--- src/ows_pkg.sv ---
package ows_pkg;

    localparam int ROM_BYTES = 8;
    localparam int ROM_BITS = ROM_BYTES * 8;
    localparam int FIFO_DEPTH = 4;

    localparam logic [6:0] LAST_BPOS = 7'(ROM_BITS + 1);
    localparam logic [6:0] FAMILY_LIMIT = 7'd9;
    localparam logic [7:0] SEARCH_CMD = 8'hF0;
    localparam logic [7:0] CRC_POLY = 8'h8C;

    localparam logic [1:0] ACT_FIRST = 2'd0;
    localparam logic [1:0] ACT_NEXT = 2'd1;
    localparam logic [1:0] ACT_PRESENCE = 2'd2;
    localparam logic [1:0] ACT_BIT_PAIR = 2'd3;

    localparam logic [1:0] KIND_BUS_RESET = 2'd0;
    localparam logic [1:0] KIND_COMMAND = 2'd1;
    localparam logic [1:0] KIND_WRITE_BIT = 2'd2;
    localparam logic [1:0] KIND_FINISHED = 2'd3;

    localparam logic [1:0] PH_IDLE = 2'd0;
    localparam logic [1:0] PH_PRESENCE = 2'd1;
    localparam logic [1:0] PH_BITS = 2'd2;

    typedef struct packed {
        logic [1:0] action;
        logic       present;
        logic       id_bit;
        logic       comp_bit;
    } t_item;

    typedef struct packed {
        logic [1:0]  kind;
        logic [7:0]  command_byte;
        logic        direction_bit;
        logic        found;
        logic [63:0] rom_code;
        logic [3:0]  family_discrepancy;
        logic        last_of_run;
    } t_result;

    typedef struct packed {
        logic [1:0]  phase;
        logic [63:0] rom_bits;
        logic [6:0]  last_discrepancy;
        logic [3:0]  last_family_pos;
        logic        last_device;
        logic [6:0]  bit_position;
        logic [6:0]  last_zero_pos;
        logic [7:0]  crc_value;
    } t_state;

    localparam t_state STATE_RESET = '{
        phase: PH_IDLE,
        rom_bits: 64'd0,
        last_discrepancy: 7'd0,
        last_family_pos: 4'd0,
        last_device: 1'b0,
        bit_position: 7'd1,
        last_zero_pos: 7'd0,
        crc_value: 8'd0
    };

    // reflected dallas crc-8 over one byte, lsb first
    function automatic logic [7:0] crc8_byte(input logic [7:0] crc_in, input logic [7:0] data);
        logic [7:0] c;
        logic [7:0] d;
        c = crc_in;
        d = data;
        for (int k = 0; k < 8; k++) begin
            if (c[0] ^ d[0]) begin
                c = (c >> 1) ^ CRC_POLY;
            end else begin
                c = c >> 1;
            end
            d = d >> 1;
        end
        return c;
    endfunction

    function automatic t_result make_result(
        input logic [1:0]  kind,
        input logic [7:0]  cmd,
        input logic        dir,
        input logic        fnd,
        input logic [63:0] rom,
        input logic [3:0]  fam,
        input logic        last
    );
        t_result r;
        r.kind = kind;
        r.command_byte = cmd;
        r.direction_bit = dir;
        r.found = fnd;
        r.rom_code = rom;
        r.family_discrepancy = fam;
        r.last_of_run = last;
        return r;
    endfunction

endpackage

--- src/ows_if.sv ---
interface ows_in_if;
    logic       valid;
    logic       ready;
    logic [1:0] action;
    logic       present;
    logic       id_bit;
    logic       comp_bit;

    modport source (output valid, output action, output present, output id_bit,
                    output comp_bit, input ready);
    modport sink (input valid, input action, input present, input id_bit,
                  input comp_bit, output ready);
endinterface

interface ows_out_if;
    logic        valid;
    logic        ready;
    logic [1:0]  kind;
    logic [7:0]  command_byte;
    logic        direction_bit;
    logic        found;
    logic [63:0] rom_code;
    logic [3:0]  family_discrepancy;
    logic        last_of_run;

    modport source (output valid, output kind, output command_byte, output direction_bit,
                    output found, output rom_code, output family_discrepancy,
                    output last_of_run, input ready);
    modport sink (input valid, input kind, input command_byte, input direction_bit,
                  input found, input rom_code, input family_discrepancy,
                  input last_of_run, output ready);
endinterface

--- src/one_wire_rom_search_engine_unit.sv ---
// channel    dir  handshake      payload
// i_item     in   valid/ready    action, present, id_bit, comp_bit
// o_result   out  valid/ready    kind, command_byte, direction_bit, found, rom_code,
//                                family_discrepancy, last_of_run
//
// one item per cycle while the queue has room: input register, step logic, then a 4-entry
// result queue; the first result of an item is valid on o_result at the earliest once it has
// passed the input register and been written to the queue; the final bit pair yields two
// results, so output bandwidth of one result per cycle sets the rate on that item
// i_item.ready drops only while the input register holds an item and the queue has < 2 free
// i_rst_n is synchronous and active low; it clears the search state and empties the queue
module one_wire_rom_search_engine_unit (
    input  logic      i_clk,
    input  logic      i_rst_n,
    ows_in_if.sink    i_item,
    ows_out_if.source o_result
);
    import ows_pkg::*;

    logic       r_in_vld;
    t_item      r_in;
    t_state     r_state;
    t_state     n_state;
    logic [1:0] res_cnt;
    t_result    res0;
    t_result    res1;
    logic       room;
    logic       adv;

    assign adv = r_in_vld && room;
    assign i_item.ready = !r_in_vld || adv;

    always_ff @(posedge i_clk) begin
        if (!i_rst_n) begin
            r_in_vld <= 1'b0;
        end else if (i_item.ready) begin
            r_in_vld <= i_item.valid;
        end
    end

    always_ff @(posedge i_clk) begin
        if (i_item.valid && i_item.ready) begin
            r_in.action <= i_item.action;
            r_in.present <= i_item.present;
            r_in.id_bit <= i_item.id_bit;
            r_in.comp_bit <= i_item.comp_bit;
        end
    end

    always_ff @(posedge i_clk) begin
        if (!i_rst_n) begin
            r_state <= STATE_RESET;
        end else if (adv) begin
            r_state <= n_state;
        end
    end

    ows_step u_step (
        .i_item    (r_in),
        .i_cur     (r_state),
        .o_nxt     (n_state),
        .o_res_cnt (res_cnt),
        .o_res0    (res0),
        .o_res1    (res1)
    );

    ows_result_fifo u_fifo (
        .i_clk      (i_clk),
        .i_rst_n    (i_rst_n),
        .i_push_cnt (adv ? res_cnt : 2'd0),
        .i_push0    (res0),
        .i_push1    (res1),
        .o_room     (room),
        .o_out      (o_result)
    );

    a_phase_code: assert property (@(posedge i_clk) disable iff (!i_rst_n)
        $past(i_rst_n) |-> (r_state.phase == PH_IDLE || r_state.phase == PH_PRESENCE ||
                            r_state.phase == PH_BITS))
        else $error("unused phase code reached");

    a_bit_range: assert property (@(posedge i_clk) disable iff (!i_rst_n)
        ($past(i_rst_n) && r_state.phase == PH_BITS) |->
        (r_state.bit_position >= 7'd1 && r_state.bit_position < LAST_BPOS))
        else $error("bit position out of range in bit phase");

    a_last_device: assert property (@(posedge i_clk) disable iff (!i_rst_n)
        ($past(i_rst_n) && r_state.last_device) |-> (r_state.last_discrepancy == 7'd0))
        else $error("last device flagged with open discrepancy");

    a_start_step: assert property (@(posedge i_clk) disable iff (!i_rst_n)
        (adv && (r_in.action == ACT_FIRST || r_in.action == ACT_NEXT)) |=>
        (r_state.bit_position == 7'd1 && r_state.crc_value == 8'd0))
        else $error("start did not rewind the search");

endmodule

--- src/ows_step.sv ---
module ows_step (
    input  ows_pkg::t_item   i_item,
    input  ows_pkg::t_state  i_cur,
    output ows_pkg::t_state  o_nxt,
    output logic [1:0]       o_res_cnt,
    output ows_pkg::t_result o_res0,
    output ows_pkg::t_result o_res1
);
    import ows_pkg::*;

    always_comb begin
        logic [5:0]  idx;
        logic        dir;
        logic        ok;
        logic [63:0] rom_n;
        logic [6:0]  bp_n;

        o_nxt = i_cur;
        o_res_cnt = 2'd0;
        o_res0 = '0;
        o_res1 = '0;
        idx = i_cur.bit_position[5:0] - 6'd1;
        dir = 1'b0;
        ok = 1'b0;
        rom_n = i_cur.rom_bits;
        bp_n = i_cur.bit_position + 7'd1;

        case (i_item.action)
            ACT_FIRST, ACT_NEXT: begin
                if (i_item.action == ACT_FIRST) begin
                    o_nxt.last_discrepancy = 7'd0;
                    o_nxt.last_device = 1'b0;
                    o_nxt.last_family_pos = 4'd0;
                end
                o_nxt.bit_position = 7'd1;
                o_nxt.last_zero_pos = 7'd0;
                o_nxt.crc_value = 8'd0;
                o_res_cnt = 2'd1;
                if (o_nxt.last_device) begin
                    // last device already found, next search starts over
                    o_nxt.last_discrepancy = 7'd0;
                    o_nxt.last_device = 1'b0;
                    o_nxt.last_family_pos = 4'd0;
                    o_nxt.phase = PH_IDLE;
                    o_res0 = make_result(KIND_FINISHED, 8'd0, 1'b0, 1'b0,
                                         o_nxt.rom_bits, o_nxt.last_family_pos, 1'b1);
                end else begin
                    o_nxt.phase = PH_PRESENCE;
                    o_res0 = make_result(KIND_BUS_RESET, 8'd0, 1'b0, 1'b0,
                                         o_nxt.rom_bits, o_nxt.last_family_pos, 1'b1);
                end
            end
            ACT_PRESENCE: begin
                if (i_cur.phase == PH_PRESENCE) begin
                    o_res_cnt = 2'd1;
                    if (!i_item.present) begin
                        o_nxt.last_discrepancy = 7'd0;
                        o_nxt.last_device = 1'b0;
                        o_nxt.last_family_pos = 4'd0;
                        o_nxt.phase = PH_IDLE;
                        o_res0 = make_result(KIND_FINISHED, 8'd0, 1'b0, 1'b0,
                                             o_nxt.rom_bits, o_nxt.last_family_pos, 1'b1);
                    end else begin
                        o_nxt.phase = PH_BITS;
                        o_res0 = make_result(KIND_COMMAND, SEARCH_CMD, 1'b0, 1'b0,
                                             o_nxt.rom_bits, o_nxt.last_family_pos, 1'b1);
                    end
                end
            end
            ACT_BIT_PAIR: begin
                if (i_cur.phase == PH_BITS) begin
                    if (i_item.id_bit && i_item.comp_bit) begin
                        // no device answered
                        o_nxt.last_discrepancy = 7'd0;
                        o_nxt.last_device = 1'b0;
                        o_nxt.last_family_pos = 4'd0;
                        o_nxt.phase = PH_IDLE;
                        o_res_cnt = 2'd1;
                        o_res0 = make_result(KIND_FINISHED, 8'd0, 1'b0, 1'b0,
                                             o_nxt.rom_bits, o_nxt.last_family_pos, 1'b1);
                    end else begin
                        if (i_item.id_bit != i_item.comp_bit) begin
                            dir = i_item.id_bit;
                        end else begin
                            if (i_cur.bit_position < i_cur.last_discrepancy) begin
                                dir = i_cur.rom_bits[idx];
                            end else begin
                                dir = (i_cur.bit_position == i_cur.last_discrepancy);
                            end
                            if (!dir) begin
                                o_nxt.last_zero_pos = i_cur.bit_position;
                                if (i_cur.bit_position < FAMILY_LIMIT) begin
                                    o_nxt.last_family_pos = i_cur.bit_position[3:0];
                                end
                            end
                        end
                        rom_n[idx] = dir;
                        o_nxt.rom_bits = rom_n;
                        if (idx[2:0] == 3'b111) begin
                            o_nxt.crc_value = crc8_byte(i_cur.crc_value,
                                                        rom_n[{idx[5:3], 3'b000} +: 8]);
                        end
                        o_nxt.bit_position = bp_n;
                        if (bp_n < LAST_BPOS) begin
                            o_res_cnt = 2'd1;
                            o_res0 = make_result(KIND_WRITE_BIT, 8'd0, dir, 1'b0,
                                                 rom_n, o_nxt.last_family_pos, 1'b1);
                        end else begin
                            o_res_cnt = 2'd2;
                            o_res0 = make_result(KIND_WRITE_BIT, 8'd0, dir, 1'b0,
                                                 rom_n, o_nxt.last_family_pos, 1'b0);
                            o_nxt.phase = PH_IDLE;
                            ok = (o_nxt.crc_value == 8'd0);
                            if (ok) begin
                                o_nxt.last_discrepancy = o_nxt.last_zero_pos;
                                if (o_nxt.last_zero_pos == 7'd0) begin
                                    o_nxt.last_device = 1'b1;
                                end
                            end
                            if (!ok || rom_n[7:0] == 8'd0) begin
                                o_nxt.last_discrepancy = 7'd0;
                                o_nxt.last_device = 1'b0;
                                o_nxt.last_family_pos = 4'd0;
                                ok = 1'b0;
                            end
                            o_res1 = make_result(KIND_FINISHED, 8'd0, 1'b0, ok,
                                                 rom_n, o_nxt.last_family_pos, 1'b1);
                        end
                    end
                end
            end
            default: begin
                o_res_cnt = 2'd0;
            end
        endcase
    end

endmodule

--- src/ows_result_fifo.sv ---
module ows_result_fifo (
    input  logic             i_clk,
    input  logic             i_rst_n,
    input  logic [1:0]       i_push_cnt,
    input  ows_pkg::t_result i_push0,
    input  ows_pkg::t_result i_push1,
    output logic             o_room,
    ows_out_if.source        o_out
);
    import ows_pkg::*;

    t_result    r_mem [FIFO_DEPTH];
    logic [1:0] r_wr_ptr;
    logic [1:0] r_rd_ptr;
    logic [2:0] r_count;
    logic [2:0] n_count;
    logic       pop;
    t_result    head;

    assign pop = o_out.valid && o_out.ready;
    assign n_count = r_count + {1'b0, i_push_cnt} - {2'b0, pop};
    // room for a full run of two results
    assign o_room = (r_count <= 3'(FIFO_DEPTH - 2));

    always_ff @(posedge i_clk) begin
        if (!i_rst_n) begin
            r_wr_ptr <= 2'd0;
            r_rd_ptr <= 2'd0;
            r_count <= 3'd0;
        end else begin
            r_wr_ptr <= r_wr_ptr + i_push_cnt;
            r_rd_ptr <= r_rd_ptr + {1'b0, pop};
            r_count <= n_count;
        end
    end

    always_ff @(posedge i_clk) begin
        if (i_push_cnt != 2'd0) begin
            r_mem[r_wr_ptr] <= i_push0;
        end
        if (i_push_cnt == 2'd2) begin
            r_mem[r_wr_ptr + 2'd1] <= i_push1;
        end
    end

    assign head = r_mem[r_rd_ptr];
    assign o_out.valid = (r_count != 3'd0);
    assign o_out.kind = head.kind;
    assign o_out.command_byte = head.command_byte;
    assign o_out.direction_bit = head.direction_bit;
    assign o_out.found = head.found;
    assign o_out.rom_code = head.rom_code;
    assign o_out.family_discrepancy = head.family_discrepancy;
    assign o_out.last_of_run = head.last_of_run;

endmodule
--- src/flat_wrapper.sv ---
// flat-port wrapper written by rule: the top's interface ports become plain ports
module one_wire_rom_search_engine_unit_flat import ows_pkg::*;
  (i_clk, i_rst_n, i_item_valid, i_item_action, i_item_present, i_item_id_bit, i_item_comp_bit, i_item_ready, o_result_valid, o_result_kind, o_result_command_byte, o_result_direction_bit, o_result_found, o_result_rom_code, o_result_family_discrepancy, o_result_last_of_run, o_result_ready);
  ows_in_if i_item_i ();
  ows_out_if o_result_i ();
  input  logic i_clk;
  input  logic i_rst_n;
  input wire logic [$bits(i_item_i.valid)-1:0] i_item_valid;
  input wire logic [$bits(i_item_i.action)-1:0] i_item_action;
  input wire logic [$bits(i_item_i.present)-1:0] i_item_present;
  input wire logic [$bits(i_item_i.id_bit)-1:0] i_item_id_bit;
  input wire logic [$bits(i_item_i.comp_bit)-1:0] i_item_comp_bit;
  output wire logic [$bits(i_item_i.ready)-1:0] i_item_ready;
  output wire logic [$bits(o_result_i.valid)-1:0] o_result_valid;
  output wire logic [$bits(o_result_i.kind)-1:0] o_result_kind;
  output wire logic [$bits(o_result_i.command_byte)-1:0] o_result_command_byte;
  output wire logic [$bits(o_result_i.direction_bit)-1:0] o_result_direction_bit;
  output wire logic [$bits(o_result_i.found)-1:0] o_result_found;
  output wire logic [$bits(o_result_i.rom_code)-1:0] o_result_rom_code;
  output wire logic [$bits(o_result_i.family_discrepancy)-1:0] o_result_family_discrepancy;
  output wire logic [$bits(o_result_i.last_of_run)-1:0] o_result_last_of_run;
  input wire logic [$bits(o_result_i.ready)-1:0] o_result_ready;
  assign i_item_i.valid = i_item_valid;
  assign i_item_i.action = i_item_action;
  assign i_item_i.present = i_item_present;
  assign i_item_i.id_bit = i_item_id_bit;
  assign i_item_i.comp_bit = i_item_comp_bit;
  assign i_item_ready = i_item_i.ready;
  assign o_result_valid = o_result_i.valid;
  assign o_result_kind = o_result_i.kind;
  assign o_result_command_byte = o_result_i.command_byte;
  assign o_result_direction_bit = o_result_i.direction_bit;
  assign o_result_found = o_result_i.found;
  assign o_result_rom_code = o_result_i.rom_code;
  assign o_result_family_discrepancy = o_result_i.family_discrepancy;
  assign o_result_last_of_run = o_result_i.last_of_run;
  assign o_result_i.ready = o_result_ready;
  one_wire_rom_search_engine_unit u_core (.i_clk(i_clk), .i_rst_n(i_rst_n), .i_item(i_item_i), .o_result(o_result_i));
endmodule
--- config.mk ---
export PLATFORM = sky130hd
export DESIGN_NAME = one_wire_rom_search_engine_unit_flat
export DESIGN_NICKNAME = d
export VERILOG_FILES = /design/src/ows_pkg.sv /design/src/ows_if.sv /design/src/one_wire_rom_search_engine_unit.sv /design/src/ows_step.sv /design/src/ows_result_fifo.sv /design/src/flat_wrapper.sv
export SDC_FILE = /design/constraint.sdc
export NUM_CORES = 1
export LEC_CHECK = 0
export BUFFER_PORTS_ARGS = -buffer_cell sky130_fd_sc_hd__buf_2
export CAP_MARGIN = 10
export CORE_AREA = 8 8 258 260
export CTS_CLUSTER_SIZE = 8
export DETAILED_ROUTE_END_ITERATION = 7
export DIE_AREA = 0 0 266 268
export PLACE_DENSITY = 0.71
export SYNTH_ARGS = -nofsm -noshare
export SYNTH_HDL_FRONTEND = slang
export SYNTH_HIERARCHICAL = 1
export SYNTH_SLANG_ARGS = --single-unit
export TNS_END_PERCENT = 100
--- constraint.sdc ---
create_clock -name i_clk -period 21.4 [get_ports i_clk]
set_input_delay 4.28 -clock i_clk [delete_from_list [all_inputs] [get_ports i_clk]]
set_output_delay 4.28 -clock i_clk [all_outputs]
set_load 0.005 [all_outputs]
==> results.py <==
metrics = {
    "critical_path": {
        "crit_slowest_cell": "buf_4",
        "crit_top_cell": "buf_4",
        "path_max_fanout": 72,
        "cpPeakStageDelay_ps": 680,
        "cp_data_arrival_time_ps": 7660,
        "regToRegStartpoint": "u_core/r_state[15]",
        "crit_type": "reg2reg",
        "cp-start-kind": "flip-flop",
        "critPathTopFamily": "simple AND/OR/NAND/NOR gates",
        "rr_worst_depth": 19,
        "regToRegEndpoint": "u_core/u_fifo/r_mem[0][3]",
        "crit_chain": "buf_4 > inv_2 > ha_1 > xor2_1 > buf_4 > nand2_1 > o21a_1 > a311oi_1 > a211oi_2 > a31oi_4 > buf_4 > o21ai_1 > xor2_1 > xnor3_1 > or4_4 > o311ai_4 > nand4_1 > nor2_1 > mux2_2",
        "reg2reg_slack_ps": 14210,
        "required_ps": 21870,
        "crit_path_end_kind": "flip-flop",
        "critPathBufInv": 4,
    },
    "finish": {
        "layout-drive-gt1-share_pct": 25.2,
        "fillCellCount": 5630,
        "area_delta_synth_final_pct": 8.30,
        "nets": 2386,
        "multiInputGateArea_um2": 14200,
        "final_core_util_pct": 48.1,
        "seqCellArea_um2": 12100,
        "antennaDiodeCount": 0,
    },
    "routing": {
        "drc": 0,
        "detail-route-antenna-nets": 0,
        "routed_wl_um": 78100,
        "drt_iter0_markers": 2369,
        "avgViaCountPerCell": 6.22,
        "wire_per_inst_um": 24.0,
        "via_count": 20300,
        "dr.pass1.iters": 6,
    },
    "grt": {
        "grt_max_degree": 111,
        "gr-usage-all-layers_pct": 21.1,
        "antenna_found_initial": 0,
        "grt_pass1_vias": 19900,
        "grt_remaining_overflow": 0,
        "grt_pass1_wl_um": 119000,
    },
    "outcome": {
        "status": "complete, no violations",
    },
    "logic_synthesis": {
        "synth_most_common_cell": "edfxtp_1",
        "ys_async_sr_fraction_pct": 0,
        "yosysUniqueCellTypes": 91,
        "synth-main-ff-cell": "edfxtp_1",
        "synth_commonest_cells": "edfxtp_1, mux2_4, nor2_1",
        "syn_area_per_cell_um2": 11.6,
        "synth.area.top_cells": "edfxtp_1, mux2_4, dfxtp_1",
        "ys_ff_latch": 437,
        "synth_seq_area_share_pct": 43.5,
        "syn_inst": 2382,
        "syn_area_um2": 27700,
        "yosysWarnings": 6,
        "yosys.area.top_type": "edfxtp_1",
        "synth_edf_count": 329,
        "yosysTopAreaCellShare_pct": 35.7,
    },
    "die": {
        "die_area_um2": 71300,
        "rows": 92,
        "start_util_pct": 44.4,
        "fp.coreArea_um2": 62400,
        "die_height_um": 268,
        "io_pins": 92,
        "die_w_um": 266,
    },
    "sta": {
        "setup_ws_ps": 14210,
        "clock_skew_ps": 14.2,
        "relSlewSlack_pct": 20.4,
        "hold_viol": 0,
        "worstMarginPinSlew_ps": 1190,
        "finalSetupTns_ps": 0,
        "setup_viol": 0,
        "rsz0062_at_grt": "no",
        "min_period_over_period_pct": 33.6,
        "timing.fmax_mhz": 139,
        "final_max_slew_viol_count": 0,
        "min_period_ps": 7190,
    },
    "clock_network": {
        "cts.htree.levels": 2,
        "cts_repair_resize_count": 0,
        "clk_path_buf_depth": 3,
        "clock_latency_ps": 610,
        "cts_root_buffer": "clkbuf_16",
        "post_cts_buffers": 0,
        "clk_pin_slew_ps": 50,
        "cts_hold_buf": 0,
        "clock-sinks": 437,
        "cts_tree": "yes",
        "cts_buffers": 60,
    },
    "power_and_ir_drop": {
        "p_leak_nw": 10.1,
        "power_density_nw_per_um2": 77.7,
        "worst_ir_drop_vdd_uv": 53.2,
    },
    "worst_hold_path": {
        "min_delay_path_depth": 2,
        "hold_end": "u_core/r_state[10]",
        "min-delay-start": "u_core/r_state[10]",
        "hp-class": "reg2reg",
    },
    "flow_run": {
        "cap_viol_max_count": 0,
    },
    "place": {
        "gp_congestion": 0.969,
        "place_ws_ps": 14420,
        "place_hpwl_um": 48500,
        "port_buffers": 91,
    },
}
## state kept, by name, indices dropped and copies added, names as in the netlist
signal / cells
u_core/u_fifo/r_mem: 324
u_core/u_fifo/r_rd_ptr: 2
u_core/u_fifo/r_count: 3
u_core/r_state: 100
u_core/r_in: 5
u_core/u_fifo/r_wr_ptr: 2
u_core/r_in_vld: 1
## metrics by stage
| step | instances | power, W | hold WS, ps | instance area, um2 |
|---|---|---|---|---|
| finish | 3257 | 0.00233 | 466 | 30000 |
| global route | 3257 | 0.00242 | 487 | 30000 |
| CTS | 3257 | 0.00235 | 465 | 30000 |
| detailed placement | 3146 | 0.00146 | 457 | 28300 |
| global placement | 3146 | 0.00146 | 448 | 28300 |
| floorplan | 2395 | 0.00131 | 427 | 27700 |
## routing by layer
metal  routed length (um)  track usage [%]  vias up  part of all wire [%]
met3                 5190             3.04      153                   6.6
met2                38700             36.3      857                    50
li1                     -                -     9119                     -
met5                    0                0        -                     0
met4                 2250             6.55        0                   2.9
met1                32000             27.4    10100                    41
## kinds of logic (layout without fill, tap and decap cells)
group / after synthesis / after routing / synth area share, %
AO/OA/AOI/OAI: 584 / 584 / 13.6
XOR/XNOR: 27 / 27 / 1.05
adder cells (fa/ha/maj): 15 / 15 / 0.705
buffers and inverters: 267 / 283 / 5.78
flip-flops: 437 / 437 / 43.5
multiplexers: 457 / 457 / 25.2
other: 1 / 14 / 0.0135
AND/OR/NAND/NOR: 594 / 594 / 10.2
## layout by cell type (no fill, tap or decap), types with 10 or more instances in the layout
cell type | synthesis | layout
ha_1 | 14 | 14
clkbuf_16 | 0 | 61
mux2i_1 | 29 | 29
o22ai_1 | 18 | 18
a22o_1 | 65 | 65
a211oi_1 | 72 | 71
edfxtp_1 | 329 | 329
mux2_2 | 33 | 33
inv_1 | 23 | 23
clkbuf_1 | 91 | 49
nor2_1 | 201 | 198
a21oi_1 | 98 | 97
buf_4 | 30 | 53
o21ai_0 | 83 | 82
nor3_1 | 15 | 15
nand2b_1 | 11 | 11
a31oi_1 | 72 | 72
o21ai_1 | 114 | 114
nand3_1 | 20 | 19
mux4_2 | 86 | 86
mux2_1 | 70 | 70
xnor2_1 | 14 | 14
nand2_1 | 170 | 169
conb_1 | 1 | 14
buf_2 | 56 | 90
dfxtp_1 | 108 | 104
mux2_4 | 239 | 239
nand4_1 | 110 | 110
and2_1 | 11 | 10
## how the worst max path moves through the flow
stage	from	endpoint	slack, ps	depth (start not counted)
after floorplan	u_core/r_state[15]	u_core/u_fifo/r_mem[0][0]	12120	16
after global placement	u_core/r_state[15]	u_core/u_fifo/r_mem[0][3]	14500	19
after detailed placement	u_core/r_state[15]	u_core/u_fifo/r_mem[0][3]	14420	19
after CTS	u_core/u_fifo/r_rd_ptr[1]	o_result_family_discrepancy[1]	14250	3
after global routing	u_core/r_state[15]	u_core/u_fifo/r_mem[0][3]	13940	19
final	u_core/r_state[15]	u_core/u_fifo/r_mem[0][3]	14210	19
## final cells by class
type | count | area share, %
inverters | 28 | 0.350
well taps | 846 | 3.53
repair buffers | 144 | 2.87
flip-flops and latches | 437 | 40.2
multi-input cells | 1691 | 47.3
clock buffers | 111 | 5.75
## report_power, final
group	internal, W	switching [W]
logic	0.000199	0.000291
registers	0.000927	0.0000252
clock network	0.000532	0.000357
total	0.00166	0.000673
## worst reg2reg max path: cells and delay by family, from the launching register on
kind                     cells  cell delay [ps]
AO/OA/AOI/OAI                6             1730
flip-flops                   1              310
adder cells (fa/ha/maj)      1              390
AND/OR/NAND/NOR              4             1800
buffers and inverters        4             1650
XOR/XNOR                     3              980
multiplexers                 1              210
Power figures use the tool's default switching activity.
